--- config.mk ---
export PLATFORM = sky130hd
export DESIGN_NAME = utf8_to_mac_roman_converter
export DESIGN_NICKNAME = d
export VERILOG_FILES = /design/src/rtl/u2mr_pkg.sv /design/src/rtl/u2mr_front.sv /design/src/rtl/u2mr_queue.sv /design/src/rtl/u2mr_back.sv /design/src/rtl/utf8_to_mac_roman_converter.sv
export SDC_FILE = /design/constraint.sdc
export NUM_CORES = 1
export LEC_CHECK = 0
export ABC_AREA = 1
export BUFFER_PORTS_ARGS = -buffer_cell sky130_fd_sc_hd__buf_2
export CELL_PAD_IN_SITES_DETAIL_PLACEMENT = 1
export CELL_PAD_IN_SITES_GLOBAL_PLACEMENT = 2
export CORE_MARGIN = 5
export CORE_UTILIZATION = 35
export DETAILED_ROUTE_END_ITERATION = 8
export GPL_TIMING_DRIVEN = 0
export PLACE_DENSITY_LB_ADDON = 0.05
export SETUP_SLACK_MARGIN = 0.02
export SYNTH_ARGS = -nofsm -noshare
export SYNTH_HDL_FRONTEND = slang
export SYNTH_SLANG_ARGS = --single-unit
--- constraint.sdc ---
create_clock -name clk -period 2.2 [get_ports clk]
set_input_delay 0.22 -clock clk [delete_from_list [all_inputs] [get_ports clk]]
set_output_delay 0.22 -clock clk [all_outputs]
set_load 0.02 [all_outputs]
--- src/rtl/u2mr_pkg.sv ---
// Shared types, constants and code point mapping functions for the UTF-8 to Mac Roman converter.
package u2mr_pkg;

    // Code emitted for anything that has no Mac Roman equivalent.
    localparam logic [7:0] SPACE_CODE = 8'h20;

    // Default depth of the command queue between front and back.
    localparam int unsigned QUEUE_DEPTH = 4;

    // Lead byte classes.
    localparam logic [2:0] LEAD2_MARK = 3'b110;
    localparam logic [3:0] LEAD3_MARK = 4'b1110;

    // Command handed from the front to the back.
    // A double command emits a space first, then code with the last mark set.
    typedef struct packed {
        logic       dbl;
        logic       last;
        logic [7:0] code;
    } cmd_t;

    // State of sequence assembly in the front.
    typedef enum logic [1:0] {
        HOLD_NONE   = 2'd0,
        HOLD_LEAD   = 2'd1,
        HOLD_SECOND = 2'd2
    } hold_t;

    // Map a two-byte sequence to its Mac Roman code.
    function automatic logic [7:0] map_two(input logic [7:0] lead, input logic [7:0] cont);
        logic [10:0] cp;
        cp = {lead[4:0], cont[5:0]};
        if (cp == 11'h0A7)
            map_two = 8'hA4;
        else if (cp == 11'h0A9)
            map_two = 8'hA9;
        else if (cp == 11'h0AE)
            map_two = 8'hA8;
        else if (cp >= 11'h0C0 && cp <= 11'h0FF)
            map_two = cp[7:0];
        else
            map_two = SPACE_CODE;
    endfunction

    // Map a three-byte sequence to its Mac Roman code.
    function automatic logic [7:0] map_three(input logic [7:0] lead, input logic [7:0] b2,
                                             input logic [7:0] b3);
        logic [15:0] cp;
        cp = {lead[3:0], b2[5:0], b3[5:0]};
        if (cp == 16'h2018 || cp == 16'h2019)
            map_three = 8'hD5;
        else if (cp == 16'h201C || cp == 16'h201D)
            map_three = 8'hD2;
        else if (cp == 16'h2013)
            map_three = 8'hD6;
        else if (cp == 16'h2014)
            map_three = 8'hD7;
        else if (cp == 16'h2022)
            map_three = 8'hA5;
        else if (cp == 16'h2026)
            map_three = 8'hC9;
        else
            map_three = SPACE_CODE;
    endfunction

endpackage

--- src/rtl/u2mr_front.sv ---
// Front end: accepts UTF-8 bytes, assembles sequences and issues output commands.
module u2mr_front
(
    input  logic                clk,
    input  logic                rst_n,
    input  logic                in_valid,
    input  logic [7:0]          in_byte,
    input  logic                in_last,
    output logic                in_ready,
    input  logic                space_ok,
    output logic                push,
    output u2mr_pkg::cmd_t      cmd
);

    logic [7:0]      lead_reg,   lead_next;
    logic [7:0]      second_reg, second_next;
    u2mr_pkg::hold_t hold_reg,   hold_next;
    logic            accept;
    logic            is_two;
    logic            is_lead;

    assign in_ready = space_ok;
    assign accept   = in_valid & space_ok;
    assign is_two   = (lead_reg[7:5] == u2mr_pkg::LEAD2_MARK);
    assign is_lead  = (in_byte[7:5] == u2mr_pkg::LEAD2_MARK) ||
                      (in_byte[7:4] == u2mr_pkg::LEAD3_MARK);

    // Hold state and lead bytes.
    always_ff @(posedge clk or negedge rst_n)
    begin
        if (!rst_n)
        begin
            hold_reg <= u2mr_pkg::HOLD_NONE;
        end
        else
        begin
            hold_reg <= hold_next;
        end
    end

    always_ff @(posedge clk)
    begin
        lead_reg   <= lead_next;
        second_reg <= second_next;
    end

    // Classify the incoming byte against what is held.
    always_comb
    begin
        hold_next   = hold_reg;
        lead_next   = lead_reg;
        second_next = second_reg;
        push        = 1'b0;
        cmd         = '{dbl: 1'b0, last: in_last, code: u2mr_pkg::SPACE_CODE};
        if (accept)
        begin
            unique case (hold_reg)
                u2mr_pkg::HOLD_LEAD:
                begin
                    if (is_two)
                    begin
                        hold_next = u2mr_pkg::HOLD_NONE;
                        push      = 1'b1;
                        cmd.code  = u2mr_pkg::map_two(lead_reg, in_byte);
                    end
                    else if (in_last)
                    begin
                        // Three-byte sequence cut short by the last byte.
                        hold_next = u2mr_pkg::HOLD_NONE;
                        push      = 1'b1;
                        cmd.dbl   = 1'b1;
                        cmd.code  = in_byte[7] ? u2mr_pkg::SPACE_CODE : in_byte;
                    end
                    else
                    begin
                        second_next = in_byte;
                        hold_next   = u2mr_pkg::HOLD_SECOND;
                    end
                end
                u2mr_pkg::HOLD_SECOND:
                begin
                    hold_next = u2mr_pkg::HOLD_NONE;
                    push      = 1'b1;
                    cmd.code  = u2mr_pkg::map_three(lead_reg, second_reg, in_byte);
                end
                default:
                begin
                    hold_next = u2mr_pkg::HOLD_NONE;
                    if (!in_byte[7])
                    begin
                        push     = 1'b1;
                        cmd.code = in_byte;
                    end
                    else if (is_lead && !in_last)
                    begin
                        lead_next = in_byte;
                        hold_next = u2mr_pkg::HOLD_LEAD;
                    end
                    else
                    begin
                        // Stray byte, four-byte lead, or a lead on the last byte.
                        push = 1'b1;
                    end
                end
            endcase
        end
    end

endmodule

--- src/rtl/u2mr_queue.sv ---
// Small command queue that decouples the front end from the output stage.
module u2mr_queue
#(
    parameter int unsigned DEPTH = u2mr_pkg::QUEUE_DEPTH
)
(
    input  logic           clk,
    input  logic           rst_n,
    input  logic           push,
    input  u2mr_pkg::cmd_t push_cmd,
    output logic           space_ok,
    input  logic           pop,
    output logic           not_empty,
    output u2mr_pkg::cmd_t head_cmd
);

    localparam int unsigned PTR_W = (DEPTH > 1) ? $clog2(DEPTH) : 1;
    localparam int unsigned CNT_W = $clog2(DEPTH + 1);
    localparam logic [PTR_W-1:0] LAST_PTR = PTR_W'(DEPTH - 1);
    localparam logic [CNT_W-1:0] FULL_CNT = CNT_W'(DEPTH);

    u2mr_pkg::cmd_t   entry_reg [DEPTH];
    logic [PTR_W-1:0] wr_ptr_reg, wr_ptr_next;
    logic [PTR_W-1:0] rd_ptr_reg, rd_ptr_next;
    logic [CNT_W-1:0] count_reg,  count_next;

    assign space_ok  = (count_reg != FULL_CNT);
    assign not_empty = (count_reg != '0);
    assign head_cmd  = entry_reg[rd_ptr_reg];

    // Pointer and fill count updates.
    always_comb
    begin
        wr_ptr_next = wr_ptr_reg;
        rd_ptr_next = rd_ptr_reg;
        count_next  = count_reg;
        if (push)
        begin
            wr_ptr_next = (wr_ptr_reg == LAST_PTR) ? '0 : wr_ptr_reg + 1'b1;
        end
        if (pop)
        begin
            rd_ptr_next = (rd_ptr_reg == LAST_PTR) ? '0 : rd_ptr_reg + 1'b1;
        end
        if (push && !pop)
        begin
            count_next = count_reg + 1'b1;
        end
        else if (pop && !push)
        begin
            count_next = count_reg - 1'b1;
        end
    end

    always_ff @(posedge clk or negedge rst_n)
    begin
        if (!rst_n)
        begin
            wr_ptr_reg <= '0;
            rd_ptr_reg <= '0;
            count_reg  <= '0;
        end
        else
        begin
            wr_ptr_reg <= wr_ptr_next;
            rd_ptr_reg <= rd_ptr_next;
            count_reg  <= count_next;
        end
    end

    // Entry storage.
    always_ff @(posedge clk)
    begin
        if (push)
        begin
            entry_reg[wr_ptr_reg] <= push_cmd;
        end
    end

endmodule

--- src/rtl/u2mr_back.sv ---
// Back end: expands queued commands into output transfers through an output register.
module u2mr_back
(
    input  logic           clk,
    input  logic           rst_n,
    input  logic           not_empty,
    input  u2mr_pkg::cmd_t head_cmd,
    output logic           pop,
    output logic           out_valid,
    output logic [7:0]     out_byte,
    output logic           out_last,
    input  logic           out_ready
);

    logic       valid_reg,  valid_next;
    logic [7:0] byte_reg,   byte_next;
    logic       last_reg,   last_next;
    logic       phase_reg,  phase_next;
    logic       load;

    assign out_valid = valid_reg;
    assign out_byte  = byte_reg;
    assign out_last  = last_reg;
    assign load      = !valid_reg || out_ready;

    // Select the next output; a double command stays at the head for two transfers.
    always_comb
    begin
        valid_next = valid_reg;
        byte_next  = byte_reg;
        last_next  = last_reg;
        phase_next = phase_reg;
        pop        = 1'b0;
        if (load)
        begin
            valid_next = not_empty;
            if (not_empty)
            begin
                if (head_cmd.dbl && !phase_reg)
                begin
                    byte_next  = u2mr_pkg::SPACE_CODE;
                    last_next  = 1'b0;
                    phase_next = 1'b1;
                end
                else
                begin
                    byte_next  = head_cmd.code;
                    last_next  = head_cmd.last;
                    phase_next = 1'b0;
                    pop        = 1'b1;
                end
            end
        end
    end

    always_ff @(posedge clk or negedge rst_n)
    begin
        if (!rst_n)
        begin
            valid_reg <= 1'b0;
            phase_reg <= 1'b0;
        end
        else
        begin
            valid_reg <= valid_next;
            phase_reg <= phase_next;
        end
    end

    always_ff @(posedge clk)
    begin
        byte_reg <= byte_next;
        last_reg <= last_next;
    end

endmodule

--- src/rtl/utf8_to_mac_roman_converter.sv ---
// Top level of the UTF-8 to Mac Roman converter: front end, command queue and output stage.
// Throughput: one input byte per cycle while the command queue has space; a truncated
// three-byte sequence yields two output transfers, which the command queue absorbs.
// An accepted completing byte reaches its output transfer through a front-to-queue
// write, then the output register load.
// Reset: rst_n is asynchronous, active low; it clears the hold state, the queue and
// the output valid.
module utf8_to_mac_roman_converter
#(
    parameter int unsigned QUEUE_DEPTH = u2mr_pkg::QUEUE_DEPTH
)
(
    input  logic       clk,
    input  logic       rst_n,
    input  logic       s_axis_tvalid,
    output logic       s_axis_tready,
    input  logic [7:0] s_axis_tdata,   // [7:0] in_byte
    input  logic       s_axis_tlast,
    output logic       m_axis_tvalid,
    input  logic       m_axis_tready,
    output logic [7:0] m_axis_tdata,   // [7:0] out_byte
    output logic       m_axis_tlast
);

    logic           space_ok;
    logic           push;
    logic           pop;
    logic           not_empty;
    u2mr_pkg::cmd_t push_cmd;
    u2mr_pkg::cmd_t head_cmd;

    u2mr_front u_front
    (
        .clk      (clk),
        .rst_n    (rst_n),
        .in_valid (s_axis_tvalid),
        .in_byte  (s_axis_tdata),
        .in_last  (s_axis_tlast),
        .in_ready (s_axis_tready),
        .space_ok (space_ok),
        .push     (push),
        .cmd      (push_cmd)
    );

    u2mr_queue #(.DEPTH(QUEUE_DEPTH)) u_queue
    (
        .clk       (clk),
        .rst_n     (rst_n),
        .push      (push),
        .push_cmd  (push_cmd),
        .space_ok  (space_ok),
        .pop       (pop),
        .not_empty (not_empty),
        .head_cmd  (head_cmd)
    );

    u2mr_back u_back
    (
        .clk       (clk),
        .rst_n     (rst_n),
        .not_empty (not_empty),
        .head_cmd  (head_cmd),
        .pop       (pop),
        .out_valid (m_axis_tvalid),
        .out_byte  (m_axis_tdata),
        .out_last  (m_axis_tlast),
        .out_ready (m_axis_tready)
    );

endmodule

* After elaboration in Yosys (flattened, before gate mapping)
Memories as Yosys holds them, arrays and structs flattened.
Index checks and enable logic that the tools add are counted.
** Storage, ports and cells
- Bits in writable memories :: 40
- Memories kept :: 1
- Output and inout port bits :: 11
- Flip-flop bits (word level) :: 33
- Logic and storage cells :: 99
- Input bits :: 13
** Memory list
- u_queue.entry_reg :: depth 4, bits a word 10, read ports 1, clocked after memory_dff 0, write ports 1, RTL line u2mr_queue.sv:22 : u2mr_pkg::cmd_t entry_reg [DEPTH];
** Operators by class
- $lt $le $gt $ge :: 2
- Add/subtract/negate cells :: 4
- Multiplexer cells :: 39
- Bitwise gates (word level) :: 4
- Reduce and logical (&&, ||, !) cells :: 20
- Eq/ne operators :: 19
** Operator list (count)
- 16-bit by 14-bit == test with 1-bit output, second input constant :: 8
- 8-bit two-way mux :: 13
- 11-bit by 8-bit == test with 1-bit output, second input constant :: 3
- 8-bit case mux with 2 select lines :: 1
- 1-bit two-way mux :: 15
- 11-bit by 8-bit greater-or-equal comparator with 1-bit output, second input constant :: 1
- 11-bit by 8-bit less-or-equal comparator with 1-bit output, second input constant :: 1
- 2-bit two-way mux :: 5
- 2-bit == test, second input constant :: 4
- 4-bit AND reduction :: 2
- 7-bit two-way mux :: 1
- 3-bit two-way mux :: 2
- 1-bit logical AND :: 5
- 1-bit zero test :: 5
- 2-bit by 1-bit adder with 2-bit output, second input constant :: 2
- 4-bit == test, second input constant :: 1
- 1-bit logical OR :: 4
- 2-bit case mux with 2 select lines :: 1
- 3-bit by 1-bit adder with 3-bit output, second input constant :: 1
- 3-bit == test, second input constant :: 1
- 3-bit != test, second input constant :: 1
- 1-bit inverter :: 3
- 3-bit nonzero test :: 1
- 3-bit by 1-bit subtractor with 3-bit output, second input constant :: 1
- other kinds (6) :: 6

* Longest topological paths before layout
Gate-level depths: netlist of run 1.
- Depth in word-level cells :: 11
- Depth in mapped cells :: 13
- Depth with buffers taken out :: 13

* By module
Synthesis of run 1 repeated with hierarchy kept, for this count alone.
** Unflattened totals
- Cells, all modules :: 420
- Area total of the unflattened synthesis :: 3823.7 um^2
** Modules (own cells, without submodules)
- u2mr_queue :: area each 2037.0 um^2, cells an instance 170, instances 1
- u2mr_front :: area each 1336.3 um^2, cells an instance 210, instances 1
- u2mr_back :: area each 450.4 um^2, cells an instance 40, instances 1

* Least setup slack after synthesis of run 1
No wires, ideal clock.
- Kind :: register to register
- From :: register u_front.hold_reg[0]
- To :: register u_queue.count_reg[1]
- Data required time :: 2075 ps
- Clock period less this slack :: 2302 ps
- Cell stages (with the launch flop) :: 12
- Data arrival time :: 2177 ps
- Setup slack :: -102 ps
- Setup time :: 125 ps
- Path buffers :: 0
- Cell sequence :: dfrtp_1 inv_1 ha_1 inv_1 a211oi_1 nand3_1 nand2_2 nor2_4 ha_1 inv_1 fa_1 mux2_2
** Between the ends
- Elaborated cells on any way between the ends :: 9
- Classes of those cells :: 2 x eq/ne; 3 x mux; 4 x reduce/logical
** RTL lines
- from (decl) :: RTL line u2mr_front.sv:17 : u2mr_pkg::hold_t hold_reg, hold_next;
- from (signal assigned) :: RTL line u2mr_front.sv:33 : hold_reg <= u2mr_pkg::HOLD_NONE;
- from (signal assigned) :: RTL line u2mr_front.sv:37 : hold_reg <= hold_next;
- 2-bit == test or 2-bit by 1-bit == test with 1-bit output (tied branches) :: RTL line u2mr_front.sv:57 : unique case (hold_reg)
- 1-bit case mux with 2 select lines (*) :: RTL line u2mr_front.sv:57
- 1-bit two-way mux (*) :: RTL line u2mr_front.sv:55 : if (accept)
- via push :: RTL line utf8_to_mac_roman_converter.sv:26 : logic push;
- 1-bit logical AND (*) :: RTL line u2mr_queue.sv:45 : if (push && !pop)
- 3-bit two-way mux (*) :: RTL line u2mr_queue.sv:45
- via u_queue.count_next[1] :: RTL line u2mr_queue.sv:25 : logic [CNT_W-1:0] count_reg, count_next;
- to (signal assigned) :: RTL line u2mr_queue.sv:67 : count_reg <= count_next;
- to (decl) :: RTL line u2mr_queue.sv:25
Mark *: on every way through the listed nets, which the timed path passes. The rest lies on a longest branch.
A chain may end at the register's enable or synchronous reset.

* Final worst setup path of run 1
Same ends and word-level chain as after synthesis.

==> results of run 1 <==
-- per-layer routing --
metal / share of wire [%] / wire [um] / up-vias / global-route usage (%)
li1: - / - / 1295 / -
met1: 42 / 3360 / 1187 / 15.2
met2: 53 / 4260 / 30 / 25.6
met3: 3.2 / 253 / 10 / 3.44
met4: 1.3 / 102 / 0 / 4.68
met5: 0 / 0 / - / 0
-- worst paths after layout --
kind | start | to | slack [ns] | depth (start not counted)
worst max-delay path | u_front.hold_reg[0] | u_queue.count_reg[1] | -0.03 | 11
worst min-delay path | m_axis_tready | u_back.out_valid | 0.08 | 2
worst max register to register | u_front.hold_reg[0] | u_queue.count_reg[1] | -0.03 | 11
worst min register to register | u_queue.count_reg[2] | u_queue.count_reg[2] | 0.50 | 1
max in group asynchronous | rst_n | u_front.hold_reg[0] | 1.71 | 2
min in group asynchronous | rst_n | u_back.out_valid | 0.28 | 2
-- metrics by stage --
step / hold slack [ns] / setup WS [ns]
floorplan: -0.0756 / 0.0226
detailed placement: 0.112 / -0.328
finish: 0.0837 / -0.0340
CTS: 0.0612 / -0.0448
global route: 0.0809 / -0.156
global placement: 0.111 / -0.307
-- area by class of cell --
class | instances | area, um2 | area share (%)
Sequential cell | 73 | 2140 | 50.8
Multi-Input combinational cell | 229 | 1280 | 30.4
Inverter | 56 | 213 | 5.06
Timing Repair Buffer | 34 | 200 | 4.76
Tap cell | 133 | 166 | 3.96
Clock buffer | 12 | 135 | 3.22
Clock inverter | 4 | 43.8 | 1.04
Buffer | 6 | 31.3 | 0.744
-- synthesized netlist by cell type --
cell type | instances | area share (%)
edfxtp_1 | 62 | 52
nand2_1 | 59 | 6.2
nor2_1 | 58 | 6.1
inv_1 | 52 | 5.5
o21ai_0 | 37 | 5.2
nand3_1 | 14 | 2.0
dfrtp_1 | 11 | 7.7
nand2_2 | 10 | 1.8
o22ai_1 | 9 | 1.6
ha_1 | 8 | 2.8
nor3_1 | 6 | 0.84
a21oi_1 | 5 | 0.70
buf_2 | 4 | 0.56
inv_2 | 4 | 0.42
nor2_2 | 4 | 0.70
nand4_1 | 3 | 0.53
nor2_4 | 3 | 0.95
a211oi_1 | 2 | 0.42
xnor2_1 | 2 | 0.49
a21oi_2 | 1 | 0.25
buf_4 | 1 | 0.21
clkbuf_1 | 1 | 0.11
fa_1 | 1 | 0.56
mux2_2 | 1 | 0.32
nand4_2 | 1 | 0.35
nor2_8 | 1 | 0.56
nor3_4 | 1 | 0.46
o21a_1 | 1 | 0.21
o21ai_1 | 1 | 0.14
o221ai_1 | 1 | 0.25
-- power by group --
part / switching, W / total [W] / internal (W)
clock: 0.000451 / 0.000969 / 0.000518
sequential: 0.000138 / 0.00208 / 0.00194
combinational: 0.00122 / 0.00193 / 0.000712
total: 0.00181 / 0.00498 / 0.00317
-- logic make-up after synthesis --
group                    Yosys count
AND/OR/NAND/NOR                  160
XOR/XNOR                           2
AO/OA/AOI/OAI                     57
multiplexers                       1
adder cells (fa/ha/maj)            9
buffers and inverters             62
flip-flops                        73
-- cell usage in the layout, fill, tap and decap left out, types with 10 or more instances in the layout --
cell      count
nand2_1      59
dfrtp_1      11
nand2_2      10
buf_4        11
inv_1        48
buf_2        27
nand3_1      14
edfxtp_1     62
nor2_1       53
o21ai_0      36
-- worst register-to-register path: stages (launching register included) --
cell,delay [ns]
dfrtp_1,0.39
inv_2,0.06
ha_4,0.28
inv_4,0.04
a211oi_2,0.13
nand3_1,0.14
nand2_2,0.12
nor2_4,0.06
ha_4,0.16
inv_2,0.06
fa_2,0.42
mux2_2,0.26
-- what timing repair did --
item	4_1_cts	5_1_grt
pin swaps	6	6
buffers inserted	5	5
hold buffers	1	0
endpoints found under the setup margin	42	52
gates resized for setup	10	8
endpoints found under the hold margin	11	0
==> results.txt, run 1 <==
Hold Vio Cnt, Final: 0
Synth Area in Simple Gates: 20.4%
Syn Inst Count: 364
Pwr Total: 0.00498 W
Adder-Cell Fraction of Synth Area: 3.37%
Outcome: complete, but fails checks
Hpwl dp: 5.97 mm
Slowest Stage Delay on Critical Path: 0.42 ns
Fmax: 0.448 GHz
RSZ-0062 raised after global routing: yes
Buf/Inv on CP: 3
Clk_lat worst skew: 0.34 ns
N_diodes: 0
Fin util: 42.6%
Startpoint type of the worst setup path: flip-flop
Clock sink total: 73
Routed via count: 2,522
Type of the worst setup path: flip-flop to flip-flop
Max Root-Sink Buffers: 2
Clk root buf: clkbuf_8
Via-per-instance ratio: 4.61
Cell variety after synth: 30
Routed WL per cell: 14.6 um
Iteration-0 DRC count of the detailed router: 63
Pin count of the biggest net entering global routing: 12
Vias in the first global route: 2,590
CP arrival: 2.47 ns
Dpl cell area: 0.00387 mm2
DRT Wirelength: 7.98 mm
Pwr dens: 1190 mW/mm2
Worst Setup End Kind: flip-flop
Core Rows: 36
Layout cells sized above 1: 22.5%
Seq/Total Area, Yosys: 59.9%
Final setup fails: 1
Synthesized cell area: 0.00357 mm2
P_leak: 1.74 nW
Fin crit period: 2.23 ns
I/O Pins: 24
Yosys synthesis warning count: 0
Area grow syn2layout: 17.8%
# fillers: 1,138
Drt drc: 0
Worst-path fanout max: 4
FF+latch count, synth: 73
Syn nets: 386
Worst hold path class: input port to flip-flop
Clock skew: 0.0116 ns
PnR worst setup slack: -0.0340 ns
Largest family of logic cells by synthesized area: simple AND/OR/NAND/NOR gates
Sum Neg Setup Slack: -0.0340 ns
Antenna violations before repair: 0
TritonCTS buffer count: 9
Clk slew on worst S/H paths: 0.07 ns
CTS tree: done
Worst path top cell family by delay: adder cells
Critical path, cell by cell: inv_2 -> ha_4 -> inv_4 -> a211oi_2 -> nand3_1 -> nand2_2 -> nor2_4 -> ha_4 -> inv_2 -> fa_2 -> mux2_2
Antenna violation net count after detailed routing: 0
CTS H-Tree Depth: 3
Die width: 111 um
Post-route clock period utilization: 102%
Fraction of synthesized area in multiplexers: 0.316%
Final Wtd Congestion: 0.722
Dpl cells: 520
Compound-cell area share of the yosys netlist: 8.73%
Core area: 0.00986 mm2
TritonRoute pass-1 iters: 4
Slew @ Worst Pin: 0.590 ns
VDD IR-drop max: 340 uV
Buffers on Ports: 23
Initial Util: 36.2%
Max reg flops: 40
Die area: 0.0123 mm2
Tot GR Track Use: 13.8%
Total gr overflow: 0
Fin cells: 547
Final Slew Violations: 0
First-pass GRT wire length: 13.2 mm
XOR/XNOR Fraction of Synth Area: 0.491%
Post-layout instance area: 0.00420 mm2
Relative slew slack: 60.4%
Mean Syn Cell Area: 9.80 um2
Max cap viols: 0
Failing checks: negative setup slack
Slowest cell on crit path: fa_2
Fin nets: 431
Crit path required time: 2.43 ns
Die Span Y: 111 um
Note: power is estimated with default switching activity, not from simulation.
==> run 2, diff against run 1 <==
--- a/config.mk
+++ b/config.mk
@@ -5,7 +5,6 @@
 export SDC_FILE = /design/constraint.sdc
 export NUM_CORES = 1
 export LEC_CHECK = 0
-export ABC_AREA = 1
 export BUFFER_PORTS_ARGS = -buffer_cell sky130_fd_sc_hd__buf_2
 export CELL_PAD_IN_SITES_DETAIL_PLACEMENT = 1
 export CELL_PAD_IN_SITES_GLOBAL_PLACEMENT = 2
==> results.txt, run 2 <==
Max reg flops: 40
Syn Inst Count: 240
Cells on worst reg2reg path: 8
Cell variety after synth: 54
Drt drc: 0
Clock skew: 0.0106 ns
Clock sink total: 73
Logic gate share of total power: 35.6%
Hpwl dp: 5.10 mm
Total gr overflow: 0
Die Span Y: 109 um
Outcome: complete, but fails checks
Critical path, cell by cell: mux4_2 -> nor2b_4 -> nor2b_4 -> inv_2 -> ha_4 -> inv_2 -> fa_2 -> mux2_4
Area grow syn2layout: 22.1%
Worst r2r dst: u_queue.count_reg[1]
Antenna violations before repair: 0
Core Rows: 36
Fmax: 0.447 GHz
Final setup fails: 2
Worst hold path class: input port to flip-flop
Pin count of the biggest net entering global routing: 15
Via-per-instance ratio: 4.88
P_leak: 1.53 nW
Slowest cell on crit path: mux4_2
Sum Neg Setup Slack: -0.0422 ns
Flop pwr share: 41.9%
TritonRoute pass-1 iters: 3
Clk root buf: clkbuf_8
TritonCTS buffer count: 9
Startpoint type of the worst setup path: flip-flop
Crit path required time: 2.44 ns
EDFF count, synth: 62
Tot GR Track Use: 13.3%
N_diodes: 0
I/O Pins: 24
CP arrival: 2.48 ns
Clk slew on worst S/H paths: 0.09 ns
Clk_lat worst skew: 0.35 ns
Largest cells by area after synthesis: edfxtp_1, dfrtp_1, mux4_2
DRT Wirelength: 7.15 mm
Final Slew Violations: 0
Relative slew slack: 58.1%
Most common cell after layout, fill and taps aside: edfxtp_1
Most frequent cell after synthesis: edfxtp_1
CTS H-Tree Depth: 3
Buffers on Ports: 23
Worst Setup End Kind: flip-flop
Top post-synthesis cells by count: edfxtp_1, inv_1, nand2_1
Reg-to-reg slack, setup: -0.04 ns
Top-area cell type share of the netlist area: 54.5%
Cells on Worst Hold Path: 1
Die area: 0.0118 mm2
Antenna violation net count after detailed routing: 0
Mean Syn Cell Area: 14.2 um2
Worst-path fanout max: 2
First-pass GRT wire length: 11.8 mm
Commonest cells after routing, fill and taps aside: edfxtp_1, buf_2, buf_4
Clock power frac: 22.5%
Slowest Stage Delay on Critical Path: 0.51 ns
Initial Util: 35.4%
Switching pwr: 0.00153 W
Max cap viols: 0
Seq/Total Area, Yosys: 62.6%
VDD IR-drop max: 349 uV
Async SR Flop Fraction: 15.1%
Die width: 109 um
CTS tree: done
Slew @ Worst Pin: 0.629 ns
Pwr dens: 1150 mW/mm2
Iteration-0 DRC count of the detailed router: 34
Hold endpoint: u_front.lead_reg[6]
Max Root-Sink Buffers: 2
Failing checks: negative setup slack
Post-route clock period utilization: 102%
Predominant post-synthesis flop cell: edfxtp_1
Pwr Total: 0.00481 W
Synthesized cell area: 0.00342 mm2
Reg-to-Reg Start: u_queue.rd_ptr_reg[0]
Type of the worst setup path: flip-flop to flip-flop
Hold Vio Cnt, Final: 0
PnR worst setup slack: -0.0374 ns
Routed via count: 2,084
RSZ-0062 raised after global routing: yes
Fin nets: 311
Core area: 0.00964 mm2
Final Wtd Congestion: 0.769
Fin crit period: 2.24 ns
Layout cells sized above 1: 36.4%
FF+latch count, synth: 73
Synth area leader: edfxtp_1
Internal cell power: 0.00328 W
Hold path startpoint: s_axis_tdata[6]
Routed WL per cell: 16.7 um
Syn nets: 262
Switching share of total power: 31.7%
Fin util: 43.3%
Yosys synthesis warning count: 0
Vias in the first global route: 2,256
==> run 2: cell count changes in the layout (fill, tap and decap cells not counted), sizes merged, moves of 6 or more <==
cell	delta
mux4	+10
and2	+8
nor2	-55
inv	-40
o21ai	-27
nor2b	+8
nand3	-6
nand2	-54
o22ai	-7
==> run 2: worst max-delay path by stage <==
stage                                     start              endpoint  cells past startpoint
after floorplan           u_queue.rd_ptr_reg[0]  u_queue.count_reg[1]                      8
after global routing       u_queue.count_reg[0]  u_queue.count_reg[2]                     10
after CTS                  u_queue.count_reg[2]  u_queue.count_reg[2]                     10
final                     u_queue.rd_ptr_reg[0]  u_queue.count_reg[1]                      8
after global placement      u_front.hold_reg[1]  u_queue.count_reg[2]                     10
after detailed placement    u_front.hold_reg[1]  u_queue.count_reg[2]                     10
==> run 2: stage by stage <==
step / area (um2) / setup WS, ns / cells / hold WS [ns]
5_1_grt: 4170 / -0.120 / 427 / 0.0456
3_3_place_gp: 3740 / -0.271 / 396 / 0.118
3_5_place_dp: 3740 / -0.252 / 396 / 0.123
4_1_cts: 4070 / -0.0553 / 421 / 0.0403
6_report: 4170 / -0.0374 / 427 / 0.0578
2_1_floorplan: 3460 / -0.0704 / 240 / -0.0756
==> run 2: power groups by stage <==
stage	Clock (W)	Sequential (W)	Combinational, W
2_1_floorplan	0	0.00215	0.000955
4_1_cts	0.00112	0.00202	0.00162
3_3_place_gp	0	0.00205	0.00142
3_5_place_dp	0	0.00206	0.00144
5_1_grt	0.00120	0.00205	0.00189
6_report	0.00108	0.00202	0.00171
==> run 2: what timing repair did <==
item	4_1_cts	5_1_grt
gates resized for setup	14	14
pin swaps	4	4
endpoints found under the setup margin	54	30
buffers inserted	8	6
hold buffers	1	0
hold endpoints to repair	11	0
==> run 2: cell families (layout without fill, tap and decap cells) <==
| kind of cell | Yosys count | after routing | share of synthesized area, % |
|---|---|---|---|
| AO/OA/AOI/OAI | 36 | 36 | 7.22 |
| AND/OR/NAND/NOR | 82 | 82 | 14.8 |
| flip-flops | 73 | 73 | 62.6 |
| adder cells (fa/ha/maj) | 9 | 9 | 3.52 |
| buffers and inverters | 21 | 75 | 2.45 |
| XOR/XNOR | 4 | 4 | 1.03 |
| multiplexers | 15 | 15 | 8.39 |
==> run 2: final cells by class <==
class,count,area [um2]
Buffer,7,38.8
Clock buffer,9,124
Clock inverter,7,77.6
Fill cell,1004,5470
Inverter,14,52.6
Multi-Input combinational cell,146,1340
Sequential cell,73,2140
Tap cell,133,166
Timing Repair Buffer,38,230
==> run 2: critical path: cells and delay by family (launching register included) <==
| family | cells | cell delay, ns |
|---|---|---|
| simple gates | 2 | 0.29 |
| mux | 2 | 0.78 |
| fa+ha+maj | 2 | 0.57 |
| flops | 1 | 0.39 |
| buf+inv | 2 | 0.11 |
==> run 2: per-layer routing <==
metal  wire (um)  share of wire (%)  track usage, %  vias to the layer above
met5           0                  0               0                        -
met4         138                1.9            5.86                        0
met3         203                2.8            2.72                       12
met2        3560                 50            22.9                       28
met1        3240                 45            16.1                     1037
li1            -                  -               -                     1007
==> run 3, diff against run 2 <==
--- a/config.mk
+++ b/config.mk
@@ -6,8 +6,6 @@
 export NUM_CORES = 1
 export LEC_CHECK = 0
 export BUFFER_PORTS_ARGS = -buffer_cell sky130_fd_sc_hd__buf_2
-export CELL_PAD_IN_SITES_DETAIL_PLACEMENT = 1
-export CELL_PAD_IN_SITES_GLOBAL_PLACEMENT = 2
 export CORE_MARGIN = 5
 export CORE_UTILIZATION = 35
 export DETAILED_ROUTE_END_ITERATION = 8
==> results.txt, run 3 (synthesis gave the netlist of run 2 again) <==
Failing checks: negative setup slack
Outcome: complete, but fails checks
Post-route clock period utilization: 101%
Slew @ Worst Pin: 0.651 ns
Total gr overflow: 0
Pin count of the biggest net entering global routing: 15
Switching share of total power: 30.1%
Via-per-instance ratio: 4.84
RSZ-0062 raised after global routing: yes
Layout cells sized above 1: 34.6%
Die Span Y: 109 um
# fillers: 926
CTS tree: done
Hold path startpoint: s_axis_tdata[6]
TritonCTS buffer count: 9
Switching pwr: 0.00149 W
Hpwl dp: 4.68 mm
Max Root-Sink Buffers: 2
Cells on Worst Hold Path: 1
Final Slew Violations: 0
Relative slew slack: 56.6%
Post-layout instance area: 0.00417 mm2
P_leak: 1.54 nW
Antenna violations before repair: 0
Type of the worst setup path: flip-flop to flip-flop
Dpl cell area: 0.00374 mm2
PnR worst setup slack: -0.0305 ns
Antenna violation net count after detailed routing: 0
Flop pwr share: 40.4%
TritonRoute pass-1 iters: 4
Hold Vio Cnt, Final: 0
Hold WS: 0.0681 ns
Clk root buf: clkbuf_8
Initial Util: 35.4%
Clk_lat worst skew: 0.35 ns
Fmax: 0.448 GHz
Routed WL per cell: 16.0 um
Worst hold path class: input port to flip-flop
Tot GR Track Use: 12.5%
Reg-to-Reg Start: u_queue.rd_ptr_reg[0]
Worst Setup End Kind: flip-flop
Max cap viols: 0
Startpoint type of the worst setup path: flip-flop
Vias in the first global route: 2,152
CTS H-Tree Depth: 3
N_diodes: 0
Worst-path fanout max: 2
Commonest cells after routing, fill and taps aside: edfxtp_1, buf_2, buf_4, nand2_1, nor2_1
Final setup fails: 1
Clock power frac: 26.5%
Internal cell power: 0.00347 W
Final Wtd Congestion: 0.816
I/O Pins: 24
Routed via count: 2,055
Crit path required time: 2.44 ns
Clock skew: 0.0109 ns
DRT Wirelength: 6.78 mm
VDD IR-drop max: 491 uV
Reg-to-reg slack, setup: -0.03 ns
Critical path origin: u_queue.rd_ptr_reg[0]
Iteration-0 DRC count of the detailed router: 64
Pwr dens: 1190 mW/mm2
Logic gate share of total power: 33.1%
Cells on worst reg2reg path: 8
Area grow syn2layout: 22.1%
Fin util: 43.3%
Die area: 0.0118 mm2
Core Rows: 36
Worst r2r dst: u_queue.count_reg[1]
Buffers on Ports: 23
Core area: 0.00964 mm2
CP arrival: 2.47 ns
Die width: 109 um
Clock sink total: 73
Clk slew on worst S/H paths: 0.09 ns
Drt drc: 0
Max reg flops: 40
Fin nets: 309
First-pass GRT wire length: 11.0 mm
Fin crit period: 2.23 ns
Hold endpoint: u_front.lead_reg[6]
Most common cell after layout, fill and taps aside: edfxtp_1
-- run 3: cell types whose count changed in the layout (fill, tap and decap cells not counted), sizes merged --
cell / before / now
buf: 41 / 39
bufinv: 1 / 3
clkinv: 3 / 1
-- run 3: worst max-delay path, stage by stage, from the launching register on --
cell and delay (ns):
dfrtp_2 0.38, mux4_2 0.51, nor2b_4 0.15, nor2b_4 0.12, inv_2 0.06, ha_4 0.17, inv_4 0.05, fa_2 0.42
mux2_4 0.27
-- run 3: area by class of cell --
| class | count | area [um2] | area share, % |
|---|---|---|---|
| flip-flops and latches | 73 | 2140 | 51.3 |
| multi-input cells | 146 | 1310 | 31.4 |
| repair buffers | 36 | 215 | 5.16 |
| well taps | 133 | 166 | 3.99 |
| clock inverters | 7 | 126 | 3.03 |
| clock buffers | 9 | 124 | 2.97 |
| inverters | 14 | 55.1 | 1.32 |
| plain buffers | 7 | 35.0 | 0.840 |
-- run 3: power groups by stage --
stage | clock network (W) | logic (W) | registers, W
floorplan | 0 | 0.000955 | 0.00215
global placement | 0 | 0.00143 | 0.00205
detailed placement | 0 | 0.00141 | 0.00206
CTS | 0.00135 | 0.00159 | 0.00201
global route | 0.00142 | 0.00183 | 0.00203
finish | 0.00132 | 0.00164 | 0.00201
-- run 3: how the worst max path moves through the flow --
stage	to	slack (ns)
CTS	u_queue.count_reg[1]	-0.02
global placement	u_queue.count_reg[2]	-0.24
detailed placement	u_queue.count_reg[2]	-0.25
finish	u_queue.count_reg[1]	-0.03
global route	u_queue.count_reg[1]	-0.12
floorplan	u_queue.count_reg[1]	-0.07
-- run 3: routing by layer --
layer / part of all wire (%) / global-route usage (%)
met4: 1.8 / 6.04
met2: 50 / 20.9
met5: 0 / 0
met1: 45 / 15.6
met3: 2.9 / 2.49
-- run 3: timing repair --
| action | in CTS | in global routing |
|---|---|---|
| gates cloned | 0 | 0 |
| endpoints found under the setup margin | 22 | 56 |
| endpoints found under the hold margin | 11 | 0 |
| hold buffers | 1 | 0 |
| buffers inserted | 10 | 2 |
| pin swaps | 5 | 6 |
| resized for setup | 8 | 15 |
-- run 3: through the flow --
stage / power (W) / TNS, ns / std cells / setup WS, ns
CTS: 0.00495 / -0.0320 / 423 / -0.0196
floorplan: 0.00311 / -0.108 / 240 / -0.0704
global route: 0.00528 / -0.230 / 425 / -0.116
detailed placement: 0.00347 / -0.489 / 396 / -0.253
global placement: 0.00348 / -0.670 / 396 / -0.240
finish: 0.00496 / -0.0305 / 425 / -0.0305
